==> src/sv/tlbft_pkg.sv <==
// shared constants for the fifo tlb translator
package tlbft_pkg;

   // fixed field widths
   localparam int VA_W    = 32;
   localparam int FRAME_W = 20;
   localparam int COUNT_W = 32;

   // default geometry
   localparam int DEF_TLB_ENTRIES = 8;
   localparam int DEF_OFFSET_BITS = 12;

endpackage

==> src/sv/fifo_tlb_translator.sv <==
// fully associative tlb with fifo replacement and saturating counters
// a request is captured in the input register, looked up, and its result is held in the result register
// throughput: one request per cycle while reset is low, set by the parallel tag compare
// busy is high only while reset is asserted; the receiver cannot stall
// reset clears the valid bits, both counters and the stage strobes
// tag and frame entries are not cleared and are read only when valid
module fifo_tlb_translator
   import tlbft_pkg::*;
#(
   parameter int TLB_ENTRIES = DEF_TLB_ENTRIES,
   parameter int OFFSET_BITS = DEF_OFFSET_BITS
) (
   input  logic               clock,
   input  logic               reset,
   input  logic               start,
   output logic               busy,
   input  logic [VA_W-1:0]    req_virt_addr,
   input  logic               req_table_present,
   input  logic               req_entry_valid,
   input  logic [FRAME_W-1:0] req_entry_frame,
   output logic               rsp_valid,
   output logic [VA_W-1:0]    rsp_phys_addr,
   output logic               rsp_fault,
   output logic               rsp_tlb_hit,
   output logic [COUNT_W-1:0] rsp_hit_count,
   output logic [COUNT_W-1:0] rsp_access_count
);

   localparam int PAGE_W = VA_W - OFFSET_BITS;
   localparam int IDX_W  = $clog2(TLB_ENTRIES);
   localparam int WIDE_W = FRAME_W + OFFSET_BITS;

   // input register
   logic               req_valid_ff;
   logic [VA_W-1:0]    va_ff;
   logic               present_ff;
   logic               ent_ok_ff;
   logic [FRAME_W-1:0] walk_frame_ff;

   // tlb state
   logic [PAGE_W-1:0]      tag_ff   [TLB_ENTRIES];
   logic [PAGE_W-1:0]      tag_in   [TLB_ENTRIES];
   logic [FRAME_W-1:0]     frame_ff [TLB_ENTRIES];
   logic [FRAME_W-1:0]     frame_in [TLB_ENTRIES];
   logic [TLB_ENTRIES-1:0] valid_ff;
   logic [TLB_ENTRIES-1:0] valid_in;
   logic [COUNT_W-1:0]     hits_ff;
   logic [COUNT_W-1:0]     hits_in;
   logic [COUNT_W-1:0]     accesses_ff;
   logic [COUNT_W-1:0]     accesses_in;

   // lookup signals
   logic [PAGE_W-1:0]      page;
   logic [OFFSET_BITS-1:0] offset;
   logic                   hit;
   logic [FRAME_W-1:0]     hit_frame;
   logic                   walk_fault;
   logic                   do_install;
   logic                   free_found;
   logic [IDX_W-1:0]       free_idx;
   logic [FRAME_W-1:0]     use_frame;
   logic [WIDE_W-1:0]      wide_addr;
   logic [63:0]            wide_ext;
   logic [VA_W-1:0]        phys_in;

   // result register
   logic               rsp_valid_ff;
   logic [VA_W-1:0]    phys_ff;
   logic               fault_ff;
   logic               tlb_hit_ff;

   assign busy = reset;

   // capture the request
   always_ff @(posedge clock) begin
      if (reset) begin
         req_valid_ff <= 1'b0;
      end else begin
         req_valid_ff <= start;
      end
      va_ff         <= req_virt_addr;
      present_ff    <= req_table_present;
      ent_ok_ff     <= req_entry_valid;
      walk_frame_ff <= req_entry_frame;
   end

   assign page   = va_ff[VA_W-1:OFFSET_BITS];
   assign offset = va_ff[OFFSET_BITS-1:0];

   // parallel tag compare, first match wins
   always_comb begin
      hit       = 1'b0;
      hit_frame = '0;
      for (int i = 0; i < TLB_ENTRIES; i++) begin
         if (!hit && valid_ff[i] && tag_ff[i] == page) begin
            hit       = 1'b1;
            hit_frame = frame_ff[i];
         end
      end
   end

   // first empty slot
   always_comb begin
      free_found = 1'b0;
      free_idx   = '0;
      for (int i = 0; i < TLB_ENTRIES; i++) begin
         if (!free_found && !valid_ff[i]) begin
            free_found = 1'b1;
            free_idx   = IDX_W'(i);
         end
      end
   end

   assign walk_fault = !hit && (!present_ff || !ent_ok_ff);
   assign do_install = req_valid_ff && !hit && !walk_fault;
   assign use_frame  = hit ? hit_frame : walk_frame_ff;

   // physical address, bits above the address width dropped
   assign wide_addr = {use_frame, offset};
   assign wide_ext  = 64'(wide_addr);
   assign phys_in   = walk_fault ? '0 : wide_ext[VA_W-1:0];

   // install into an empty slot or shift out the oldest entry
   always_comb begin
      for (int i = 0; i < TLB_ENTRIES; i++) begin
         tag_in[i]   = tag_ff[i];
         frame_in[i] = frame_ff[i];
      end
      valid_in = valid_ff;
      if (do_install) begin
         if (free_found) begin
            for (int i = 0; i < TLB_ENTRIES; i++) begin
               if (free_idx == IDX_W'(i)) begin
                  tag_in[i]   = page;
                  frame_in[i] = walk_frame_ff;
                  valid_in[i] = 1'b1;
               end
            end
         end else begin
            for (int i = 0; i < TLB_ENTRIES - 1; i++) begin
               tag_in[i]   = tag_ff[i+1];
               frame_in[i] = frame_ff[i+1];
               valid_in[i] = valid_ff[i+1];
            end
            tag_in[TLB_ENTRIES-1]   = page;
            frame_in[TLB_ENTRIES-1] = walk_frame_ff;
            valid_in[TLB_ENTRIES-1] = 1'b1;
         end
      end
   end

   // saturating counters
   always_comb begin
      accesses_in = accesses_ff;
      hits_in     = hits_ff;
      if (req_valid_ff) begin
         if (accesses_ff != '1) begin
            accesses_in = accesses_ff + COUNT_W'(1);
         end
         if (hit && hits_ff != '1) begin
            hits_in = hits_ff + COUNT_W'(1);
         end
      end
   end

   // tlb entries, no reset
   always_ff @(posedge clock) begin
      for (int i = 0; i < TLB_ENTRIES; i++) begin
         tag_ff[i]   <= tag_in[i];
         frame_ff[i] <= frame_in[i];
      end
   end

   // control state and result register
   always_ff @(posedge clock) begin
      if (reset) begin
         valid_ff     <= '0;
         hits_ff      <= '0;
         accesses_ff  <= '0;
         rsp_valid_ff <= 1'b0;
      end else begin
         valid_ff     <= valid_in;
         hits_ff      <= hits_in;
         accesses_ff  <= accesses_in;
         rsp_valid_ff <= req_valid_ff;
      end
      phys_ff    <= phys_in;
      fault_ff   <= walk_fault;
      tlb_hit_ff <= hit;
   end

   assign rsp_valid        = rsp_valid_ff;
   assign rsp_phys_addr    = phys_ff;
   assign rsp_fault        = fault_ff;
   assign rsp_tlb_hit      = tlb_hit_ff;
   assign rsp_hit_count    = hits_ff;
   assign rsp_access_count = accesses_ff;

endmodule

==> config.mk <==
export PLATFORM = sky130hd
export DESIGN_NAME = fifo_tlb_translator
export DESIGN_NICKNAME = d
export VERILOG_FILES = /design/src/sv/tlbft_pkg.sv /design/src/sv/fifo_tlb_translator.sv
export SDC_FILE = /design/constraint.sdc
export NUM_CORES = 1
export LEC_CHECK = 0
export CORE_MARGIN = 1
export CORE_UTILIZATION = 58
export DETAILED_ROUTE_END_ITERATION = 8
export DONT_BUFFER_PORTS = 1
export GPL_TIMING_DRIVEN = 0
export PLACE_DENSITY = 0.74
export SYNTH_ARGS = -nofsm -noshare
export SYNTH_HDL_FRONTEND = slang
export SYNTH_SLANG_ARGS = --single-unit
==> constraint.sdc <==
create_clock -name clock -period 7.04 [get_ports clock]
set_input_delay 1.056 -clock clock [delete_from_list [all_inputs] [get_ports clock]]
set_output_delay 1.056 -clock clock [all_outputs]
set_load 0.01 [all_outputs]
==> After elaboration in Yosys (flattened, before gate mapping) <==
Memory sizes are Yosys's and may differ from the RTL's.
Index checks and enable logic that the tools add are counted.
{ "op_classes": {"addsub": 2, "n_eq_ne": 25, "mux": 61, "n_reduce_logical": 62} }
{ "ops": {"columns": ["operator", "count"], "rows": [
  ["160-bit two-way mux", 4],
  ["20-bit two-way mux", 25],
  ["20-bit equality test", 8],
  ["32-bit by 1-bit adder with 32-bit output (second input constant)", 2],
  ["32-bit != test (second input constant)", 2],
  ["1-bit logical AND", 26],
  ["1-bit two-way mux", 25],
  ["1-bit logical NOT", 24],
  ["2-bit AND reduction", 10],
  ["3-bit two-way mux", 6],
  ["2-bit by 1-bit != test with 1-bit output (second input constant)", 8],
  ["3-bit equality test (second input constant)", 4],
  ["8-bit two-way mux", 1],
  ["3-bit by 2-bit equality test with 1-bit output (second input constant)", 2],
  ["3-bit by 1-bit equality test with 1-bit output (second input constant)", 1],
  ["3-bit logical NOT", 1],
  ["1-bit logical OR", 1]
]} }
{ "totals": {"reg_bits": 162, "ram_bits": 320, "inputBits": 57, "mem_count": 2} }
{ "mem_list": {"columns": ["name", "words", "width", "rd", "rd_ports_with_merged_regs", "write_ports", "line_no", "text"], "rows": [
  ["frame_ff", 8, 20, 8, 0, 8, "fifo_tlb_translator.sv:43", "logic [FRAME_W-1:0] frame_ff [TLB_ENTRIES];"],
  ["tag_ff", 8, 20, 8, 0, 8, "fifo_tlb_translator.sv:41", "logic [PAGE_W-1:0] tag_ff [TLB_ENTRIES];"]
]} }

==> Logic depth before layout (Yosys ltp) <==
Gate-level depths: netlist (run 1).
An unclocked memory read counts as a cell.
{ "depth": {"word_depth": 37, "mapped_depth": 11, "ltp_nobuf": 8} }

==> Worst setup path before layout (run 1) <==
OpenSTA, ideal clock, no wires.
{ "synth_path": {"path_type": "register to register", "from": "register va_ff[27] (netlist name)", "to": "memory frame_ff[6][0], in the netlist frame_ff[1][40] (enable)", "setup_ns": 0.498, "t_arrival_ns": 5.068, "path_slack_ns": 1.474, "stages_incl_launch_ff": 10, "n_path_buf": 2, "cell_sequence": "dfxtp_1 > buf_2 > xor2_1 > nor3_1 > nand4_1 > o22ai_1 > and4bb_4 > buf_2 > nand4_1 > a211oi_1"} }
{ "synth_rtl": {"columns": ["element", "line_no"], "rows": [
  ["to (decl)", "fifo_tlb_translator.sv:43"]
]} }

==> results of run 1 <==
==> cells by family (layout without fill, tap and decap cells) <==
| kind of cell | count (synthesis) | in the layout |
|---|---|---|
| compound gates | 488 | 488 |
| mux | 26 | 26 |
| fa+ha+maj | 2 | 2 |
| xor+xnor | 184 | 184 |
| flops | 482 | 482 |
| buf+inv | 180 | 285 |
| simple gates | 569 | 569 |
| other cells | 0 | 7 |
==> Yosys cell counts, types with 27 or more instances <==
| master | number |
|---|---|
| a21o_1 | 281 |
| nand3_1 | 77 |
| nand4_1 | 47 |
| edfxtp_1 | 320 |
| or3_1 | 27 |
| o21ai_0 | 30 |
| dfxtp_1 | 162 |
| a21oi_1 | 46 |
| xor2_1 | 91 |
| nor2b_1 | 72 |
| xnor2_1 | 93 |
| nor2_1 | 111 |
| nor3_1 | 45 |
| clkbuf_1 | 125 |
| nand2_1 | 55 |
| nor4_1 | 34 |
==> cell type report <==
cell class,count,area [µm²],area share
Tap cell,511,639.4,0.02568
Clock buffer,69,1531,0.06151
Clock inverter,25,222.7,0.008946
Buffer,158,665.6,0.02674
Sequential cell,482,12850,0.5162
Timing Repair Buffer,11,217.7,0.008745
Inverter,22,82.58,0.003317
Antenna cell,7,17.52,0.0007036
Multi-Input combinational cell,1269,8667,0.3481
==> through the flow <==
stage	cell area, µm²	hold slack (ns)	cells	worst slack, ns
final	24900	0.4255	2554	2.442
after global routing	24890	0.4400	2551	2.215
after CTS	24870	0.4298	2547	2.507
after detailed placement	23120	0.4142	2453	2.535
after global placement	22820	0.4081	2442	-0.9073
after floorplan	22180	0.4029	1931	1.474
==> worst max-delay path, stage by stage (launching register included) <==
cell	delay [ns]
dfxtp_1	0.32
buf_2	0.34
xor2_1	0.34
nor4_1	0.14
nand3b_1	0.38
o22ai_1	0.25
and4bb_4	0.44
buf_2	0.24
nand4_1	0.69
a21oi_4	0.91
buf_16	0.24
==> sequential cells by signal (all words and copies together) (netlist names), 8 cells and up <==
signal,count
valid_ff,8
va_ff,32
rsp_phys_addr,32
rsp_access_count,32
rsp_hit_count,32
frame_ff,160
tag_ff,160
walk_frame_ff,20
==> worst max path at each step <==
| stage | cells past startpoint | end | startpoint | slack [ns] |
|---|---|---|---|---|
| 6_report | 10 | frame_ff[0][72] | va_ff[15] | 2.44 |
| 5_1_grt | 10 | frame_ff[0][72] | va_ff[27] | 2.21 |
| 4_1_cts | 10 | frame_ff[0][72] | va_ff[27] | 2.51 |
| 3_5_place_dp | 10 | frame_ff[0][73] | va_ff[27] | 2.53 |
| 3_3_place_gp | 9 | frame_ff[1][52] | va_ff[15] | -0.91 |
| 2_1_floorplan | 9 | frame_ff[1][40] | va_ff[27] | 1.47 |
==> power by group through the flow <==
stage / sequential [mW] / clock [mW] / combinational, mW
after CTS: 3.07 / 2.76 / 0.269
after global routing: 3.07 / 2.87 / 0.294
after floorplan: 3.12 / 0 / 0.188
after detailed placement: 3.13 / 0 / 0.266
after global placement: 3.13 / 0 / 0.257
final: 3.07 / 2.74 / 0.273
==> routing by layer <==
metal  vias up  wire length [µm]  GRT usage
li1       7302                 -          -
met1      7639             24420     0.4156
met2       875             26560     0.4726
met3       138              5956    0.07017
met4        14              1990     0.1108
met5         -                85          0
==> results.toml, run 1 <==
[yosys]
syn-num-nets = 1990
ys_ff_latch = 482
synth_top_area_frac = 0.4332
synth-compound-area-share = 0.1588
synth_mux_area_frac = 0.01263
synth_cell_type_count = 59
synth_edf_count = 320
seq_area_frac_synth = 0.5794
synth_xor_area_frac = 0.07265
syn_inst = 1931
yosys_warnings = 0
synthArstFlopShare = 0
synthAdderAreaFrac = 0.001128
yosysTopAreaCell = "edfxtp_1"
yosys-top-cells-area = "edfxtp_1, dfxtp_1, a21o_1, xnor2_1, xor2_1"
syn_avg_cell_area_um2 = 11.49
ys.flop_type = "edfxtp_1"
yosys.area_share.simple = 0.1417
synth_top_family_by_area = "compound AO/OA/AOI/OAI gates"
synth_area_um2 = 22180

[clocking]
clkSinkCount = 482
ctsRootBufferMaster = "clkbuf_16"
clkTransAtPathRegs_ns = 0.06
hold_buffers = 0
cts_tree = "built"
clock_path_buffers = 3
cts_buffers = 50
postCtsResizedCells = 0
htree_levels = 2
post-cts-setup-buffer-count = 0
insertion_delay_ns = 0.58

[layout]
final_common_cell = "edfxtp_1"
final_util = 0.6610
area_delta_synth_final_pct = 12.23
n_fill_cell = 2887
fin_nets = 2053
drive_above_1_share = 0.08301
layout_common_cells = "edfxtp_1, a21o_1, dfxtp_1, clkbuf_1, nor2_1"

[setup_path]
worstSetupStartpointType = "register"
worstSetupEndpointType = "register"
reg2reg_slack_ns = 2.44
r2r_cells = 10
critPathRequiredTime_ns = 7.33
r2r-end = "frame_ff[0][72]"
worst_ep_arrival_time_ns = 4.89
path_class = "register to register"
timing.rr.start = "va_ff[15]"
crit_fanout = 21

[sta]
worst_slew_pin_slew_ns = 1.280
setup_tns_ns = 0
hold_viol = 0
relSlewSlack = 0.1404
slew_viol_final = 0
finalClockSkew_ns = 0.02650
setup_viol = 0
max_freq_mhz = 217.5
fin_crit_sh = 0.6531
rsz0062_at_grt = "no"
fin_crit_ns = 4.598

[drt]
dr.pass1.iters = 5
drc = 0
viasPerCell = 6.252
drt-initial-drc-count = 1652
wl_mm = 59.02
route.detailed.wl_per_inst_um = 23.11
vias = 15970
drtAntennaViolNets = 0

[power_and_ir_drop]
p_seq_frac = 0.504
p_switching_mw = 1.319
p_sw_frac = 0.2170
intPower_mw = 4.757
p_per_area_nw_per_um2 = 244.0
p_leak_nw = 9.412
finalPower_mw = 6.076
clock_power_share = 0.451
vdd_drop_max_v = 0.0002117
combPwrFrac = 0.045

[floorplan]
initial_utilization = 0.5889
dieArea_um2 = 39030
rows = 71
ioPinCount = 157
die_w_um = 197.6
coreArea_um2 = 37670
die_h_um = 197.6

[place]
gp_routability_congestion = 0.9852
portBuffers = 0
hpwl_mm = 44.61

[status]
outcome = "completed"

[grt]
grt_pass1_vias = 15670
grt_first_pass_wirelength_mm = 89.98
antenna_found_initial = 14
globalRouteOverflowTotal = 0
grt_max_degree = 35
grt.total_usage = 0.3036

[job]
maxCapViolCount = 0

[worst_hold_path]
hold_class = "register to register"
min_from = "va_ff[13]"
holdPathEnd = "tag_ff[1][61]"
holdPathStages = 0
No activity file was read; power rests on OpenSTA's default activity.
==> run 2: changes to the inputs <==
==> constraint.sdc (replaced) <==
create_clock -name clock -period 4.6 [get_ports clock]
set_input_delay 0.69 -clock clock [delete_from_list [all_inputs] [get_ports clock]]
set_output_delay 0.69 -clock clock [all_outputs]
set_load 0.01 [all_outputs]
==> run 2 against run 1 <==
Worst hold slack worse by 0.32 ns. Sequential power grew 53%. Clock power increased by 46%. Via count fell by 0.76%. Register-to-register slack worse by 2.3 ns. Global-route usage fell by 0.35 points. Flip-flop and latch count is the same. Core utilization fell by 0.066 points. Worst setup slack worse by 2.3 ns. Combinational power increased by 52%. Wire length fell by 1.4%. Cell area fell by 0.10%. Largest power group unchanged.
==> results.toml, run 2 (synthesized netlist as in run 1, its figures left out) <==
[status]
outcome = "completed"

[drt]
vias = 15850
drc = 0
drt-initial-drc-count = 1467
wl_mm = 58.17
drtAntennaViolNets = 0
viasPerCell = 6.178
dr.pass1.iters = 6
route.detailed.wl_per_inst_um = 22.68

[place]
portBuffers = 0
gp_routability_congestion = 0.9497
placed_cells = 2454
place_ws_ns = 0.08718
postPlaceCellArea_um2 = 23150
hpwl_mm = 43.87

[layout]
seqCellArea_um2 = 12850
fin_area_um2 = 24870
multi_input_area_um2 = 8667
fin_cells = 2565
final_common_cell = "edfxtp_1"
layout_common_cells = "edfxtp_1, a21o_1, dfxtp_1, clkbuf_1, nor2_1"
drive_above_1_share = 0.08411
reg.largest.list = "frame_ff (160), tag_ff (160)"
area_delta_synth_final_pct = 12.12
fin_nets = 2062
n_fill_cell = 2849

[sta]
slew_viol_final = 0
whs_ns = 0.1032
relSlewSlack = 0.1375
setup_viol = 0
finalClockSkew_ns = 0.02147
fin_crit_sh = 0.9645
hold_viol = 0
worst_slack_ns = 0.1631
fin_crit_ns = 4.437
max_freq_mhz = 225.4
worst_slew_pin_slew_ns = 1.284

[grt]
grt_pass1_vias = 15560
globalRouteOverflowTotal = 0
grt.total_usage = 0.3000
busiest_layer = "met2"
antenna_found_initial = 14
grt_first_pass_wirelength_mm = 88.62
met2_usage = 0.4621
grt_max_degree = 33
use_met1 = 0.4046
use_met3 = 0.08110

[power_and_ir_drop]
p_per_area_nw_per_um2 = 366.0
finalPower_mw = 9.103
p_seq_frac = 0.515
clock_power_share = 0.439
vdd_drop_max_v = 0.0003015
p_switching_mw = 2.004
p_sw_frac = 0.2201
combPwrFrac = 0.046
intPower_mw = 7.099
p_leak_nw = 9.413

[setup_path]
timing.rr.start = "va_ff[27]"
max_stage_delay_ns = 0.64
r2r-end = "tag_ff[0][56]"
timing.critical_path.slowest_stage_cell = "a211oi_4"
worst_ep_arrival_time_ns = 4.74
worstSetupEndpointType = "register"
worstSetupStartpointType = "register"
r2r_cells = 11
critPathRequiredTime_ns = 4.90
crit_fanout = 20
reg2reg_slack_ns = 0.16
path_class = "register to register"
crit_path_cell_trace = "buf_2, xor2_1, nor3_1, nand4_1, o22ai_1, and4bb_4, clkbuf_1, nand3_1, a211oi_4, buf_8, buf_16"

[worst_hold_path]
min_from = "req_entry_frame[13]"
hold_class = "primary input to register"
holdPathEnd = "walk_frame_ff[13]"
holdPathStages = 0

[clocking]
clock_path_buffers = 3
postCtsResizedCells = 0
cts_buffers = 50
clkTransAtPathRegs_ns = 0.07
clkSinkCount = 482
cts_tree = "built"
ctsRootBufferMaster = "clkbuf_16"
htree_levels = 2
insertion_delay_ns = 0.61

[floorplan]
initial_utilization = 0.5889
rows = 71
dieArea_um2 = 39030
die_h_um = 197.6
coreArea_um2 = 37670
ioPinCount = 157
die_w_um = 197.6

[job]
maxCapViolCount = 0
run 2: changes by cell type in the layout (fill, tap and decap cells not counted), moves of 2 or more:
| cell | before | now |
|---|---|---|
| buf_16 | 3 | 6 |
| clkbuf_1 | 131 | 140 |
| clkinv_4 | 4 | 2 |
| buf_8 | 5 | 2 |
| clkinv_1 | 4 | 0 |
| clkbuf_8 | 6 | 4 |
| clkinv_2 | 8 | 13 |
| clkbuf_16 | 57 | 54 |
| clkinv_8 | 2 | 0 |
| buf_4 | 4 | 10 |
| diode_2 | 7 | 9 |
run 2: worst max-delay path by stage:
stage              start              end  slack, ns  depth (start not counted)
6_report       va_ff[27]    tag_ff[0][56]       0.16                         11
3_3_place_gp   va_ff[25]    tag_ff[0][75]      -1.56                          9
3_5_place_dp   va_ff[27]  frame_ff[1][37]       0.09                         10
5_1_grt        va_ff[27]    tag_ff[0][50]     -0.006                         11
4_1_cts        va_ff[27]  frame_ff[1][25]       0.05                         10
2_1_floorplan  va_ff[27]  frame_ff[0][60]       0.09                          9
run 2: power groups by stage:
stage / Combinational (mW) / Sequential (mW) / Clock [mW]
6_report: 0.415 / 4.69 / 4.00
5_1_grt: 0.447 / 4.69 / 4.19
4_1_cts: 0.408 / 4.69 / 4.03
3_5_place_dp: 0.404 / 4.78 / 0
3_3_place_gp: 0.391 / 4.78 / 0
2_1_floorplan: 0.288 / 4.77 / 0
run 2: stage by stage:
step | util | setup TNS [ns]
final | 0.6603 | 0
after global placement | 0.6063 | -394.62
after floorplan | - | 0
after CTS | 0.6578 | 0
after detailed placement | 0.6147 | 0
after global routing | 0.6601 | -0.09668
run 2: critical path: cells and delay by family, from the launching register on:
kind,cells,cell delay [ns]
AOI/OAI and AO/OA,2,0.95
xor gates and xnor gates,1,0.32
buffers and inverters,4,1.12
DFF,1,0.32
and+or+nand+nor,4,1.42
run 2: what timing repair did:
item	4_1_cts	5_1_grt
setup endpoints to repair	0	131
setup buffers	0	7
hold buffers	0	0
run 2: layer usage:
metal / vias up / wire (µm)
li1: 7307 / -
met3: 141 / 6144
met1: 7553 / 23880
met5: - / 52
met4: 10 / 1996
met2: 835 / 26090
run 2: area by class of cell:
class,instances,area share
flip-flops and latches,482,0.5168
multi-input cells,1270,0.3485
clock buffers,73,0.05881
plain buffers,158,0.02676
well taps,511,0.02571
repair buffers,19,0.01273
clock inverters,21,0.006540
inverters,22,0.003320
diodes,9,0.0009055
